$ cat src/hdl/lsf_pkg.sv
// ----------------------------------------------------------------------------
// lsf_pkg: shared types and constants for the least-squares line fit
// Status codes, shared-unit operation codes and the control struct that the
// sequencer hands to the iterative arithmetic unit.
// ----------------------------------------------------------------------------
`default_nettype none

package lsf_pkg;

	localparam int XY_W      = 24;
	localparam int OUT_W     = 32;
	localparam int STATUS_W  = 2;
	localparam int DIV_STEPS = 33;

	localparam logic [STATUS_W-1:0] ST_OK   = 2'd0;
	localparam logic [STATUS_W-1:0] ST_FEW  = 2'd1;
	localparam logic [STATUS_W-1:0] ST_SING = 2'd2;

	localparam logic OP_MUL = 1'b0;
	localparam logic OP_DIV = 1'b1;

	typedef struct packed {
		logic start;
		logic op;
		logic sub;
	} alu_ctl_t;

endpackage

`default_nettype wire

$ cat src/hdl/lsf_acc.sv
// ----------------------------------------------------------------------------
// lsf_acc: running sums for the line fit
// Keeps the point count and the sums of x, y, x*x and x*y. One 24x24
// multiplier is used twice per point, its product registered before the add.
// ----------------------------------------------------------------------------
`default_nettype none

module lsf_acc #(
	parameter int MAX_POINTS = 4096
) (
	input  wire logic                                   clk,
	input  wire logic                                   arst_n,
	input  wire logic                                   start,
	input  wire logic                                   clear,
	input  wire logic [lsf_pkg::XY_W-1:0]               x,
	input  wire logic [lsf_pkg::XY_W-1:0]               y,
	output logic                                        busy,
	output logic [$clog2(MAX_POINTS+1)-1:0]             count,
	output logic [lsf_pkg::XY_W+$clog2(MAX_POINTS+1)-1:0]   sum_x,
	output logic [lsf_pkg::XY_W+$clog2(MAX_POINTS+1)-1:0]   sum_y,
	output logic [2*lsf_pkg::XY_W+$clog2(MAX_POINTS+1)-1:0] sum_xx,
	output logic [2*lsf_pkg::XY_W+$clog2(MAX_POINTS+1)-1:0] sum_xy
);

	localparam int CW  = $clog2(MAX_POINTS+1);
	localparam int XW  = lsf_pkg::XY_W;
	localparam int SXW = XW + CW;
	localparam int PRW = 2 * XW;
	localparam int SQW = PRW + CW;

	localparam logic [1:0] PH_IDLE = 2'd0;
	localparam logic [1:0] PH_XX   = 2'd1;
	localparam logic [1:0] PH_XY   = 2'd2;
	localparam logic [1:0] PH_ADD  = 2'd3;

	logic [1:0]            ph_q;
	logic                  keep_q;
	logic signed [XW-1:0]  x_q;
	logic signed [XW-1:0]  y_q;
	logic signed [PRW-1:0] prod_q;
	logic [CW-1:0]         count_q;
	logic [SXW-1:0]        sum_x_q;
	logic [SXW-1:0]        sum_y_q;
	logic [SQW-1:0]        sum_xx_q;
	logic [SQW-1:0]        sum_xy_q;
	logic                  room;

	assign room = (count_q < CW'(MAX_POINTS));

	always_ff @(posedge clk or negedge arst_n) begin
		if (!arst_n) begin
			ph_q     <= PH_IDLE;
			keep_q   <= 1'b0;
			count_q  <= '0;
			sum_x_q  <= '0;
			sum_y_q  <= '0;
			sum_xx_q <= '0;
			sum_xy_q <= '0;
		end else if (clear) begin
			ph_q     <= PH_IDLE;
			keep_q   <= 1'b0;
			count_q  <= '0;
			sum_x_q  <= '0;
			sum_y_q  <= '0;
			sum_xx_q <= '0;
			sum_xy_q <= '0;
		end else begin
			case (ph_q)
				PH_IDLE: begin
					if (start) begin
						keep_q <= room;
						ph_q   <= PH_XX;
						if (room) begin
							count_q <= count_q + 1'b1;
							sum_x_q <= sum_x_q + {{CW{x[XW-1]}}, x};
							sum_y_q <= sum_y_q + {{CW{y[XW-1]}}, y};
						end
					end
				end
				PH_XX: begin
					ph_q <= PH_XY;
				end
				PH_XY: begin
					if (keep_q) begin
						sum_xx_q <= sum_xx_q + {{CW{prod_q[PRW-1]}}, prod_q};
					end
					ph_q <= PH_ADD;
				end
				PH_ADD: begin
					if (keep_q) begin
						sum_xy_q <= sum_xy_q + {{CW{prod_q[PRW-1]}}, prod_q};
					end
					ph_q <= PH_IDLE;
				end
				default: begin
					ph_q <= PH_IDLE;
				end
			endcase
		end
	end

	always_ff @(posedge clk) begin
		if (ph_q == PH_IDLE && start) begin
			x_q <= x;
			y_q <= y;
		end
		if (ph_q == PH_XX) begin
			prod_q <= x_q * x_q;
		end else if (ph_q == PH_XY) begin
			prod_q <= x_q * y_q;
		end
	end

	assign busy   = (ph_q != PH_IDLE);
	assign count  = count_q;
	assign sum_x  = sum_x_q;
	assign sum_y  = sum_y_q;
	assign sum_xx = sum_xx_q;
	assign sum_xy = sum_xy_q;

endmodule

`default_nettype wire

$ cat config.mk
export PLATFORM = sky130hd
export DESIGN_NAME = lsf_acc
export DESIGN_NICKNAME = d
export VERILOG_FILES = /design/src/hdl/lsf_pkg.sv /design/src/hdl/lsf_acc.sv
export SDC_FILE = /design/constraint.sdc
export NUM_CORES = 2
export LEC_CHECK = 0
export ABC_AREA = 0
export BUFFER_PORTS_ARGS = -buffer_cell sky130_fd_sc_hd__clkbuf_2
export CAP_MARGIN = 15
export CORE_MARGIN = 2
export CORE_UTILIZATION = 65
export CTS_BUF_LIST = sky130_fd_sc_hd__clkbuf_8 sky130_fd_sc_hd__clkbuf_16
export DETAILED_ROUTE_END_ITERATION = 10
export GPL_TIMING_DRIVEN = 1
export PLACE_DENSITY = 0.83
export SLEW_MARGIN = 20
export SYNTH_ARGS = -nofsm -noshare
export SYNTH_HDL_FRONTEND = slang
export SYNTH_SLANG_ARGS = --single-unit
$ cat constraint.sdc
create_clock -name clk -period 9.05 [get_ports clk]
set_clock_uncertainty 0.15 [all_clocks]
set_input_delay 1.3575 -clock clk [delete_from_list [all_inputs] [get_ports clk]]
set_output_delay 1.3575 -clock clk [all_outputs]
set_load 0.01 [all_outputs]
# After elaboration in Yosys (flattened, before gate mapping)
# Cells that the tools add are included.
[classes] n_addsub=5 multipliers=2 n_div=0 order_cmp=1 eq_ne=4 shifts=0 n_mux=26 bitwise=0 reduce_logical=14
[op_table] cell="61-bit two-way mux" count=6
[op_table] cell="37-bit two-way mux" count=8
[op_table] cell="61-bit adder" count=2
[op_table] cell="24-bit by 24-bit multiplier with 48-bit output" count=2
[op_table] cell="48-bit two-way mux" count=2
[op_table] cell="37-bit adder" count=2
[op_table] cell="13-bit two-way mux" count=4
[op_table] cell="2-bit nonzero test" count=8
[op_table] cell="13-bit by 1-bit adder with 13-bit output, second input constant" count=1
[op_table] cell="13-bit < comparator, second input constant" count=1
[op_table] cell="2-bit one-hot mux with 4 select lines" count=1
[op_table] cell="2-bit AND reduction" count=3
[op_table] cell="2-bit equality test, second input constant" count=2
[op_table] cell="2-bit two-way mux" count=2
[op_table] cell="1-bit two-way mux" count=3
[op_table] cell="3-bit inequality test, second input constant" count=1
[op_table] cell="3-bit AND reduction" count=1
[op_table] cell="2-bit by 1-bit equality test with 1-bit output, second input constant" count=1
[op_table] cell="2-bit logical NOT" count=1
[op_table] cell="1-bit logical AND" count=1
[word_totals] register_bits=308 latchBits=0 ramBits=0 mem_bits_ro=0 input_bits=52 out_inout_bits=210 word_cells=62 memories=0

# Depth between registers and ports, before layout
[logic_depth] depth_word=5 depth_mapped=30 mapped_depth_nobuf=27

# Worst setup path before layout
# Ideal clock, no wire load.
[synth_timing] path_type="reg-to-reg" startpoint="register x_q[2]" endpoint="register prod_q[45] (data pin)" arrival_ps=7427 required_ps=8645 path_slack_ps=1218 stages_incl_launch_ff=28 n_path_buf=2 synth_period_minus_slack_ps=7832 path_cell_list="edfxtp_1 clkbuf_1 clkbuf_1 nand2_1 fa_1 fa_1 inv_1 fa_1 inv_1 fa_1 inv_1 fa_1 fa_1 inv_1 fa_1 inv_1 ha_1 a2111oi_2 o21ai_1 o21a_1 a221o_1 o2111a_1 o21ai_2 a21oi_2 o41ai_4 a21oi_2 or4_1 and3_1"
[synth_via] elab_chain_cells=3
[synth_rtl] item="start, declared" line="lsf_acc.sv:38" source="logic signed [XW-1:0] x_q;"
[synth_rtl] item="start signal, assigned" line="lsf_acc.sv:104" source="x_q <= x;"
[synth_rtl] item="24-bit by 24-bit multiplier with 48-bit output" line="lsf_acc.sv:110" source="prod_q <= x_q * y_q;"
[synth_rtl] item="48-bit two-way mux" line="lsf_acc.sv:109" source="end else if (ph_q == PH_XY) begin"
[synth_rtl] item="48-bit two-way mux *" line="lsf_acc.sv:107" source="if (ph_q == PH_XX) begin"
[synth_rtl] item="end signal, assigned" line="lsf_acc.sv:108" source="prod_q <= x_q * x_q;"
[synth_rtl] item="end signal, assigned" line="lsf_acc.sv:110"
[synth_rtl] item="end, declared" line="lsf_acc.sv:40" source="logic signed [PRW-1:0] prod_q;"
# Mark *: on every way between the ends. The rest lies on a longest branch, timed or not. The select of a mux whose other input is x is not followed.
# A chain may end at the register's enable or synchronous reset.

# Final worst setup path
[layout_timing] startpoint="register x_q[7]" endpoint="register prod_q[45] (data pin)"
# Same word-level chain as after synthesis.

==> flow_summary.yaml <==
status:
  status: "complete, no violations"
worst_setup_path:
  cp_max_fo: 21
  arrival_ps: 8930
  r2r-end: "prod_q[45]"
  endpoint_kind: "flop"
  crit_start: "x_q[7]"
  cp_data_required_time_ps: 9250
  r2r_start: "x_q[7]"
  worstSetupPathType: "reg -> reg"
  r2r_cells: 27
  r2r_setup_slack_ps: 320
  critPathLaunchType: "flop"
synth:
  ys_ff_latch: 308
  synth_top_family_by_area: "adder cells"
  synthAdderAreaFrac_pct: 47.62
  synth_edf_count: 96
  synth-compound-area-share_pct: 11.13
  synth_top_area_share_pct: 37.95
  syn_nets: 8446
  async_flop_share_pct: 68.83
  syn_inst: 6751
  seq_area_frac_synth_pct: 13.30
  synth_most_common_cell: "inv_1"
  synth_xor_xnor_area_share_pct: 4.055
  synth_area_leaders: "fa_1 (38%), ha_1 (9.7%), dfrtp_1 (8.6%)"
  synthSimpleGateAreaFrac_pct: 13.86
  syn_avg_cell_area_um2: 9.119
  synth_common_cells: "inv_1 (1,305), fa_1 (1,167), nand2_1 (880)"
  ys_warn_count: 0
  synth_area_mm2: 0.06156
  synth_mux_area_share_pct: 0.2378
  yosysTopAreaCell: "fa_1"
  yosysUniqueCellTypes: 85
  synthFlopType: "dfrtp_1"
timing:
  final_max_slew_viol_count: 0
  tns_ps: 0
  hold_violations: 0
  setup_viol: 0
  worstMarginPinSlew_ps: 1189
  post-route-period-util_pct: 96.43
  rsz0062_at_grt: "no"
  whs_ps: 388.0
  fin_crit_ps: 8727
  fmax_ghz: 0.1146
  slew-limit-headroom_pct: 20.72
  layout_setup_ws_ps: 323.4
cts:
  cts_tree: "built"
  clock-root-buffer: "clkbuf_16"
  cts.sinks: 308
  post-cts-setup-buffers: 0
  clkTransAtPathRegs_ps: 60
  h-tree-depth: 2
  cts_buffers: 38
  ctsHoldBuffers: 0
  ctsResizeCount: 0
  cts_buffer_depth: 3
  clk-insertion-delay-late_ps: 610
routing:
  wl_mm: 166.0
  drc: 0
  drtIter0Drc: 4026
  routedWlPerCell_um: 20.44
  vias: 48405
  routed_via_density: 5.960
  final_antenna_net_count: 0
  dr.pass1.iters: 6
place:
  dpl_worst_slack_ps: 505.8
  dp_hpwl_mm: 133.5
  gp_congestion: 0.9834
  place_inst: 8052
  port_buffers: 261
die:
  die_area_mm2: 0.09719
  die_x_um: 311.8
  core.rowCount: 112
  die_y_um: 311.8
  start_util_pct: 65.76
  coreArea_mm2: 0.09361
  io_pins: 262
grt:
  grt.overflow.total: 0
  use_met2_pct: 58.37
  gr-usage-all-layers_pct: 34.90
  grt_pass1_wl_mm: 270.0
  antenna_found_initial: 7
  use_met1_pct: 44.98
  grt_max_degree: 102
  grt_util_met3_pct: 6.216
  grt-busiest-layer: "met2"
  grt_pass1_vias: 51478
job:
  cap_violations: 0
min_path:
  min_delay_path_depth: 1
  min_from: "sum_xy[53]"
  hold_path_class: "reg -> reg"
  holdPathEnd: "sum_xy[53]"
final_layout:
  n_fill_cell: 7044
  drive_gt1_share_pct: 6.437
  final_nets: 8533
  final-seq-area_mm2: 0.008188
  final_cell_count_no_fill: 8122
  area_growth_pct: 6.073
  multi_input_area_mm2: 0.04737
worst max-delay path: stages (launching register included):
cell and delay [ps]:
edfxtp_1 1140, nand2_1 290, fa_1 580, inv_1 50, fa_1 520, inv_1 50, fa_1 470, inv_1 50
fa_1 500, inv_1 50, fa_1 530, inv_1 50, fa_1 480, inv_1 50, fa_1 490, inv_1 50
ha_1 340, a21oi_1 230, o21ai_1 100, o21a_1 140, a221o_1 390, o2111a_1 300, o21ai_2 200, a21oi_2 150
o41ai_4 440, a21oi_2 110, or4_1 390, and3_1 170
cell usage in the layout (no fill, tap or decap), types with 9 or more instances in the layout:
cell type  synthesis  final
o21ai_1           76     76
nor3_1            46     46
xnor2_1          180    180
a211o_1            9      9
nor2b_1           54     54
o21ai_0           93     93
clkbuf_16          0     40
clkbuf_2           0    259
dfrtp_1          212    212
or3_1             17     17
nand2_1          880    880
a211oi_1          50     50
a21oi_1          422    422
edfxtp_1          96     96
mux2i_1            9      9
and3_1            32     32
nor2_1           207    204
a31oi_1           35     35
fa_1            1167   1167
a21o_1           155    155
o21bai_1          32     32
ha_1             476    474
o21a_1            30     30
xor2_1           105    105
o211ai_1          25     25
a21boi_1           9      9
nand4_1           43     43
buf_4              0     78
nand3_1           71     71
clkinv_2           0     11
nand2b_1          37     37
o31ai_1           20     20
and2_1           381    381
a22o_1            38     38
inv_1           1305   1312
cells by family after synthesis:
kind of cell,Yosys count
AOI/OAI and AO/OA,1082
xor gates and xnor gates,285
adders and majority gates,1643
buffers and inverters,1605
DFF,308
muxes,14
and+or+nand+nor,1814
metrics by stage:
step                      utilization [%]  area, um^2
final                               69.76       65300
after CTS                           69.75       65290
after global routing                69.76       65300
after detailed placement            68.43       64060
after floorplan                         -       61560
after global placement              68.43       64060
layout make-up:
| class | instances | share of cell area [%] |
|---|---|---|
| diodes | 1 | 0.003832 |
| clock buffers | 43 | 1.596 |
| clock inverters | 26 | 0.2912 |
| inverters | 1307 | 7.515 |
| multi-input cells | 4838 | 72.55 |
| flip-flops and latches | 308 | 12.54 |
| well taps | 1254 | 2.403 |
| repair buffers | 345 | 3.106 |
how the worst max path moves through the flow:
stage,slack [ps],end
after global placement,630,prod_q[47]
after floorplan,1220,prod_q[45]
after CTS,480,prod_q[45]
after detailed placement,510,prod_q[45]
final,320,prod_q[45]
after global routing,20,prod_q[45]
per-layer routing:
metal	vias to the layer above	wire length, um
li1	21334	-
met1	24162	63260
met2	2354	79610
met3	547	14790
met4	8	8296
met5	-	53
flip-flops by register name, indices dropped and copies added, names as in the netlist, 13 cells and up:
register and cells:
count 13, prod_q 48, sum_x 37, sum_xx 61
sum_xy 61, sum_y 37, x_q 24, y_q 24
Power is not shown: default switching activity piles up to over one toggle a cycle in this logic, so the estimate is an artifact.
