### config.mk
export PLATFORM = sky130hd
export DESIGN_NAME = lsf_alu
export DESIGN_NICKNAME = d
export VERILOG_FILES = /design/src/hdl/lsf_pkg.sv /design/src/hdl/lsf_alu.sv
export SDC_FILE = /design/constraint.sdc
export NUM_CORES = 2
export LEC_CHECK = 0
export BUFFER_PORTS_ARGS = -buffer_cell sky130_fd_sc_hd__buf_2
export CAP_MARGIN = 20
export CORE_MARGIN = 2
export CORE_UTILIZATION = 50
export CTS_BUF_LIST = sky130_fd_sc_hd__clkbuf_2
export CTS_CLUSTER_SIZE = 40
export DETAILED_ROUTE_END_ITERATION = 12
export HOLD_SLACK_MARGIN = 0.06
export PLACE_DENSITY_LB_ADDON = 0.05
export SYNTH_ARGS = -nofsm -noshare
export SYNTH_HDL_FRONTEND = slang
export SYNTH_SLANG_ARGS = --single-unit
### constraint.sdc
create_clock -name clk -period 43.7 [get_ports clk]
set_input_delay 8.74 -clock clk [delete_from_list [all_inputs] [get_ports clk]]
set_output_delay 8.74 -clock clk [all_outputs]
set_load 0.01 [all_outputs]
### src/hdl/lsf_pkg.sv
// ----------------------------------------------------------------------------
// lsf_pkg: shared types and constants for the least-squares line fit
// Status codes, shared-unit operation codes and the control struct that the
// sequencer hands to the iterative arithmetic unit.
// ----------------------------------------------------------------------------
`default_nettype none

package lsf_pkg;

	localparam int XY_W      = 24;
	localparam int OUT_W     = 32;
	localparam int STATUS_W  = 2;
	localparam int DIV_STEPS = 33;

	localparam logic [STATUS_W-1:0] ST_OK   = 2'd0;
	localparam logic [STATUS_W-1:0] ST_FEW  = 2'd1;
	localparam logic [STATUS_W-1:0] ST_SING = 2'd2;

	localparam logic OP_MUL = 1'b0;
	localparam logic OP_DIV = 1'b1;

	typedef struct packed {
		logic start;
		logic op;
		logic sub;
	} alu_ctl_t;

endpackage

`default_nettype wire

### src/hdl/lsf_alu.sv
// ----------------------------------------------------------------------------
// lsf_alu: shared iterative arithmetic unit
// Multiply-accumulate by shift and add, one multiplier bit a cycle, and
// rounded, saturating division by restoring steps, one quotient bit a cycle.
// ----------------------------------------------------------------------------
`default_nettype none

module lsf_alu #(
	parameter int OPW       = 61,
	parameter int FRAC_BITS = 16
) (
	input  wire logic                              clk,
	input  wire logic                              arst_n,
	input  wire lsf_pkg::alu_ctl_t                 ctl,
	input  wire logic [OPW-1:0]                    a,
	input  wire logic [OPW-1:0]                    b,
	input  wire logic [2*OPW-1:0]                  addend,
	input  wire logic [2*OPW+FRAC_BITS-1:0]        num,
	input  wire logic [2*OPW-1:0]                  den,
	output logic                                   busy,
	output logic                                   done,
	output logic [2*OPW-1:0]                       prod_res,
	output logic [lsf_pkg::OUT_W-1:0]              quot
);

	localparam int PW   = 2 * OPW;
	localparam int NW   = PW + FRAC_BITS;
	localparam int QW   = lsf_pkg::DIV_STEPS;
	localparam int RW   = PW + QW;
	localparam int OW   = lsf_pkg::OUT_W;
	localparam int CNTW = $clog2(OPW+1);

	logic            busy_q;
	logic            done_q;
	logic            op_q;
	logic            neg_q;
	logic [CNTW-1:0] cnt_q;
	logic [OPW-1:0]  ma_q;
	logic [PW-1:0]   prod_q;
	logic [PW-1:0]   add_q;
	logic [RW-1:0]   r_q;
	logic [RW-1:0]   dsh_q;
	logic [QW-1:0]   q_q;
	logic [PW-1:0]   res_q;
	logic [OW-1:0]   quo_q;

	logic [OPW:0]    step_sum;
	logic [RW-1:0]   num_x;
	logic [RW-1:0]   den_x;
	logic [OW-1:0]   lim;
	logic [OW-1:0]   sat;

	assign step_sum = {1'b0, prod_q[PW-1:OPW]} + (prod_q[0] ? {1'b0, ma_q} : '0);
	assign num_x    = {{(RW-NW){num[NW-1]}}, num};
	assign den_x    = {{(RW-PW){1'b0}}, den};
	assign lim      = neg_q ? {1'b1, {(OW-1){1'b0}}} : {1'b0, {(OW-1){1'b1}}};
	assign sat      = (q_q > {{(QW-OW){1'b0}}, lim}) ? lim : q_q[OW-1:0];

	always_ff @(posedge clk or negedge arst_n) begin
		if (!arst_n) begin
			busy_q <= 1'b0;
			done_q <= 1'b0;
			cnt_q  <= '0;
			op_q   <= lsf_pkg::OP_MUL;
		end else begin
			done_q <= 1'b0;
			if (!busy_q) begin
				if (ctl.start) begin
					busy_q <= 1'b1;
					op_q   <= ctl.op;
					cnt_q  <= (ctl.op == lsf_pkg::OP_DIV) ? CNTW'(QW) : CNTW'(OPW);
				end
			end else if (cnt_q != '0) begin
				cnt_q <= cnt_q - 1'b1;
			end else begin
				busy_q <= 1'b0;
				done_q <= 1'b1;
			end
		end
	end

	always_ff @(posedge clk) begin
		if (!busy_q) begin
			if (ctl.start) begin
				if (ctl.op == lsf_pkg::OP_DIV) begin
					neg_q <= num[NW-1];
					r_q   <= num[NW-1] ? den_x - (num_x << 1) : den_x + (num_x << 1);
					dsh_q <= {den, {QW{1'b0}}};
					q_q   <= '0;
				end else begin
					neg_q  <= a[OPW-1] ^ b[OPW-1] ^ ctl.sub;
					ma_q   <= a[OPW-1] ? OPW'(0) - a : a;
					prod_q <= {{OPW{1'b0}}, (b[OPW-1] ? OPW'(0) - b : b)};
					add_q  <= addend;
				end
			end
		end else if (cnt_q != '0) begin
			if (op_q == lsf_pkg::OP_DIV) begin
				if (r_q >= dsh_q) begin
					r_q <= r_q - dsh_q;
					q_q <= {q_q[QW-2:0], 1'b1};
				end else begin
					q_q <= {q_q[QW-2:0], 1'b0};
				end
				dsh_q <= dsh_q >> 1;
			end else begin
				prod_q <= {step_sum, prod_q[OPW-1:1]};
			end
		end else begin
			if (op_q == lsf_pkg::OP_DIV) begin
				quo_q <= neg_q ? OW'(0) - sat : sat;
			end else begin
				res_q <= neg_q ? add_q - prod_q : add_q + prod_q;
			end
		end
	end

	assign busy     = busy_q;
	assign done     = done_q;
	assign prod_res = res_q;
	assign quot     = quo_q;

	a_start_idle: assert property (@(posedge clk) disable iff (!arst_n)
		ctl.start |-> !busy_q)
		else $error("lsf_alu: start while busy");

	a_finish: assert property (@(posedge clk) disable iff (!arst_n)
		(busy_q && cnt_q == '0) |=> (done_q && !busy_q))
		else $error("lsf_alu: final step did not complete");

endmodule

`default_nettype wire

# Yosys cells after proc, flatten, opt, wreduce, memory -nomap -nowiden
# Cells that the tools add are included.
# W data, S select, Z words.
[totals]
elab_cells = 88
register_bits = 812
inputBits = 509
[classes]
n_eq_ne = 5
reduce_logical = 11
magnitude_cmp = 2
bitwise = 6
muxes = 40
add_sub_neg = 10
[ops]
columns = ["cell", "n"]
rows = [
  ["$mux W155", 12],
  ["$mux W122", 6],
  ["$mux W33", 5],
  ["$ge A155 B155 Y1", 1],
  ["$sub A155 B155 Y155", 1],
  ["$add A123 B139 Y140", 1],
  ["$sub A123 B139 Y140", 1],
  ["$add A122 B122 Y122", 1],
  ["$mux W61", 2],
  ["$sub A1 B61 Y61 const A", 2],
  ["$sub A122 B122 Y122", 1],
  ["$mux W32", 3],
  ["$add A61 B61 Y62", 1],
  ["$mux W60", 1],
  ["$gt A33 B32 Y1", 1],
  ["$sub A1 B32 Y32 const A", 1],
  ["$mux W6", 3],
  ["$reduce_and A3 Y1", 3],
  ["$ne A2 B1 Y1 const B", 4],
  ["$reduce_and A4 Y1", 2],
  ["$mux W1", 7],
  ["$reduce_bool A6 Y1", 1],
  ["$sub A6 B1 Y6 const B", 1],
  ["$mux W5", 1],
  ["other kinds (6)", 12],
]

# Logic depth before layout (Yosys ltp)
[depth]
word_depth = 5
depth_mapped = 28

# Worst setup path after synthesis
# No wires, ideal clock.
[synth_path]
path_kind = "input-to-reg"
startpoint = "in ctl[2] (netlist bit)"
endpoint = "reg r_q[0], enable pin"
path_buffers = 0
arrival_ns = 19.483
setup_slack_ns = 23.689
cell_stages = 5
cell_sequence = "nand2_1 inv_1 nand2_1 o21ai_0 o21a_1"
[synth_via]
elab_chain_cells = 2
[synth_lines]
columns = ["item", "line", "text"]
rows = [
  ["start: declaration", "lsf_alu.sv:14", "input wire lsf_pkg::alu_ctl_t ctl,"],
  ["$reduce_bool A2 Y1 (no source line)", "--", ""],
  ["$reduce_and A5 Y1 (no source line)", "--", ""],
  ["end signal: assignment", "lsf_alu.sv:87", "r_q <= num[NW-1] ? den_x - (num_x << 1) : den_x + (num_x << 1);"],
  ["end signal: assignment", "lsf_alu.sv:100", "r_q <= r_q - dsh_q;"],
  ["end: declaration", "lsf_alu.sv:41", "logic [RW-1:0] r_q;"],
]
# No other way between the ends.
# A chain may end at the register's enable or synchronous reset.

# Worst setup path after layout
[layout_path]
startpoint = "in num[8]"
endpoint = "reg r_q[153], data pin"
[layout_via]
elab_chain_cells = 5
elab_cells_between_ends = 6
classes_between = "2 x add/sub; 4 x mux"
[layout_lines]
columns = ["item", "line", "text"]
rows = [
  ["start: declaration", "lsf_alu.sv:18", "input wire logic [2*OPW+FRAC_BITS-1:0] num,"],
  ["$add A123 B139 Y140 / $sub A123 B139 Y140 (equally long branches)", "lsf_alu.sv:87", ""],
  ["$mux W155 *", "lsf_alu.sv:87", ""],
  ["$mux W155 *", "lsf_alu.sv:85", "if (ctl.op == lsf_pkg::OP_DIV) begin"],
  ["$mux W155 *", "lsf_alu.sv:84", "if (ctl.start) begin"],
  ["$mux W155 *", "lsf_alu.sv:83", "if (!busy_q) begin"],
]
# Every way passes the cells marked *; elsewhere a longest branch is shown, timed or not. The select of a mux whose other input is x is not followed.

==> out/metrics.yaml <==
run_status:
  status: "finished clean"
min_path:
  hold_class: "register to register"
power:
  peakVddDrop_v: 0.0000389
  leakagePower_nw: 31.0
  p_per_area_nw_per_um2: 78.9
global_route:
  grt-ovfl-total: 0
  grt_pass1_wl_mm: 372
  antenna_found_initial: 75
  grt_use_total_pct: 34.1
  grt_max_degree: 98
  grt_pass1_vias: 60600
timing:
  final-setup-viol-count: 0
  timing.final.crit_share_pct: 34.1
  setup_tns_ps: 0
  max_freq_mhz: 67.0
  whs_ps: 442
  rsz0062_at_grt: "false"
  layout_min_cycle_time_ps: 14920
  finalClockSkew_ps: 173
  slew_headroom_pct: 19.1
  slew_violations: 0
  hold_violations: 0
  worst_slew_pin_slew_ps: 1200
routing:
  drt_iter0_drc: 7191
  antenna_left: 0
  wire_per_inst_um: 23.9
  route.detailed.drc: 0
  viasPerCell: 6.16
  dr.pass1.iters: 6
  routed_wl_mm: 254
  dr_total_vias: 65600
floorplan:
  dieWidth_um: 378
  rows: 137
  fp.dieArea_um2: 143000
  dieHeight_um: 378
  io_pins: 665
  initial_utilization_pct: 50.3
  core-area_um2: 139000
cts:
  worstSkewPairLatency_ps: 1720
  cts.sinks: 812
  numCtsBuffers: 220
  cts_resized: 0
  clk_pin_slew_worst_paths_ps: 120
  cts_root_buffer: "clkbuf_2"
  cts-htree-levels: 4
  cts_tree: "yes"
  cts_hold_buf: 0
  clockBufferDepth: 3
  postCtsSetupBuffers: 0
worst_setup_path:
  critPathKind: "primary input to register"
  critPathCaptureType: "register"
  cp_max_fo: 13
  cp.arrival_ps: 16170
  startpoint_type: "primary input"
  cp.required_ps: 44950
yosys:
  synth_flop_cell: "edfxtp_1"
  avgSynthCellArea_um2: 8.68
  synth.distinct_cells: 104
  synthCells: 8065
  ys_async_sr_fraction_pct: 1.11
  synth_area_leaders: "edfxtp_1, ha_1, xnor2_1, a21oi_1, o21ai_0"
  synth_top_area_share_pct: 34.4
  syn_area_um2: 70000
  seq_area_frac_synth_pct: 34.8
  yosys.area.top_type: "edfxtp_1"
  synth_nets: 9074
  ys.warnings.count: 0
  synth_edf_count: 803
  yosysMostFrequentCell: "a21oi_1"
  ys_top_cells_by_count: "a21oi_1, edfxtp_1, nor2_1"
  synth_seq_cells: 812
finish:
  nets: 9583
  nFillCells: 13200
  area_growth_pct: 9.39
  drive_gt1_share_pct: 14.5
place:
  place.gp.congestion: 1.05
  dp_hpwl_mm: 205
  portBuffers: 664
flow_run:
  cap_violations: 0
layout by cell type (no fill, tap or decap), drive strengths merged, types with 16 or more instances in the layout:
cell	instances
edfxtp	803
nor2	742
o221ai	16
buf	707
mux2i	37
o41ai	23
inv	391
a41oi	18
a31oi	107
a211oi	48
o21a	67
xor2	239
nor3	209
or3	70
o211ai	28
nor2b	48
ha	496
or2	29
o21bai	128
clkinv	65
o31ai	92
and2	125
xnor2	572
mux2	127
diode	40
a21boi	43
or4	54
o22ai	16
nand2	643
o21ai	561
nor4	89
nand3	93
nand2b	59
a221oi	26
a21oi	847
nand4	248
and3	51
clkbuf	307
a21o	302
critical path: stages:
cell and delay [ps]:
buf_2 120, or4_1 580, nor4b_2 730, nand4_2 540, nor2_1 310, nor4b_1 700, and2_1 270, a21oi_1 90
xnor2_1 190, ha_1 400, inv_1 120, nor3_1 280, nand2_1 150, or4_1 470, nor4b_1 490, a2111oi_0 230
nor2_1 360, a31o_2 390, nand3_1 110, nand4_1 630, o21ai_0 220
flip-flops by register name, indices dropped and copies added, names as in the netlist, 6 cells and up:
name,flops
dsh_q,155
r_q,155
quot,32
add_q,122
prod_res,122
ma_q,61
prod_q,122
cnt_q,6
q_q,33
path summary, 6_finish.rpt:
check | startpoint | to | slack [ps] | cells past startpoint
setup reg to reg | prod_q[12] | prod_res[96] | 35110 | 21
hold / removal | dsh_q[120] | dsh_q[119] | 440 | 1
hold reg to reg | dsh_q[120] | dsh_q[119] | 440 | 1
min in group asynchronous | arst_n | cnt_q[5] | 6920 | 1
max in group asynchronous | arst_n | busy | 36480 | 1
setup / recovery | num[8] | r_q[153] | 28780 | 21
where the power goes:
part | internal, W | total, W | switching [W]
clock | 0.000222 | 0.000577 | 0.000356
combinational | 0.00143 | 0.00387 | 0.00244
sequential | 0.00138 | 0.00159 | 0.000214
total | 0.00304 | 0.00605 | 0.00301
stage by stage:
| stage | area [um^2] | instances | setup WS, ps | utilization, % | power, W |
|---|---|---|---|---|---|
| after floorplan | 70000 | 8065 | 23690 | - | 0.00435 |
| after global placement | 74400 | 10200 | 27740 | 53.5 | 0.00533 |
| after detailed placement | 74400 | 10200 | 27460 | 53.5 | 0.00536 |
| after CTS | 76500 | 10600 | 29150 | 54.9 | 0.00597 |
| after global routing | 76600 | 10600 | 28400 | 55.0 | 0.00648 |
| final | 76600 | 10700 | 28780 | 55.0 | 0.00605 |
cell type report:
cell class | count | area [um^2] | area share, %
tap | 1876 | 2350 | 3.06
timing repair buffer | 707 | 3660 | 4.78
antenna | 40 | 100 | 0.131
clock inverter | 78 | 513 | 0.670
inverter | 383 | 1440 | 1.88
sequential | 812 | 24300 | 31.8
multi-input combinational | 6450 | 42600 | 55.7
clock buffer | 307 | 1540 | 2.01
layer usage:
metal  GRT usage [%]  vias up  routed length (um)
met1            48.6    31100              111000
li1                -    30800                   -
met3            7.63      467               25900
met5               0        -                 268
met2            50.8     3162              108000
met4            11.7       42                8620
kinds of logic (layout without fill, tap and decap cells):
group | count (synthesis) | in the layout | synth area share, %
compound gates | 2449 | 2449 | 21.5
xor+xnor | 811 | 811 | 10.2
fa+ha+maj | 500 | 500 | 8.98
buf+inv | 803 | 1475 | 4.37
flops | 812 | 812 | 34.8
mux | 164 | 164 | 2.57
other cells | 0 | 40 | 0
simple gates | 2526 | 2526 | 17.6
(Power assumes the default switching activity.)
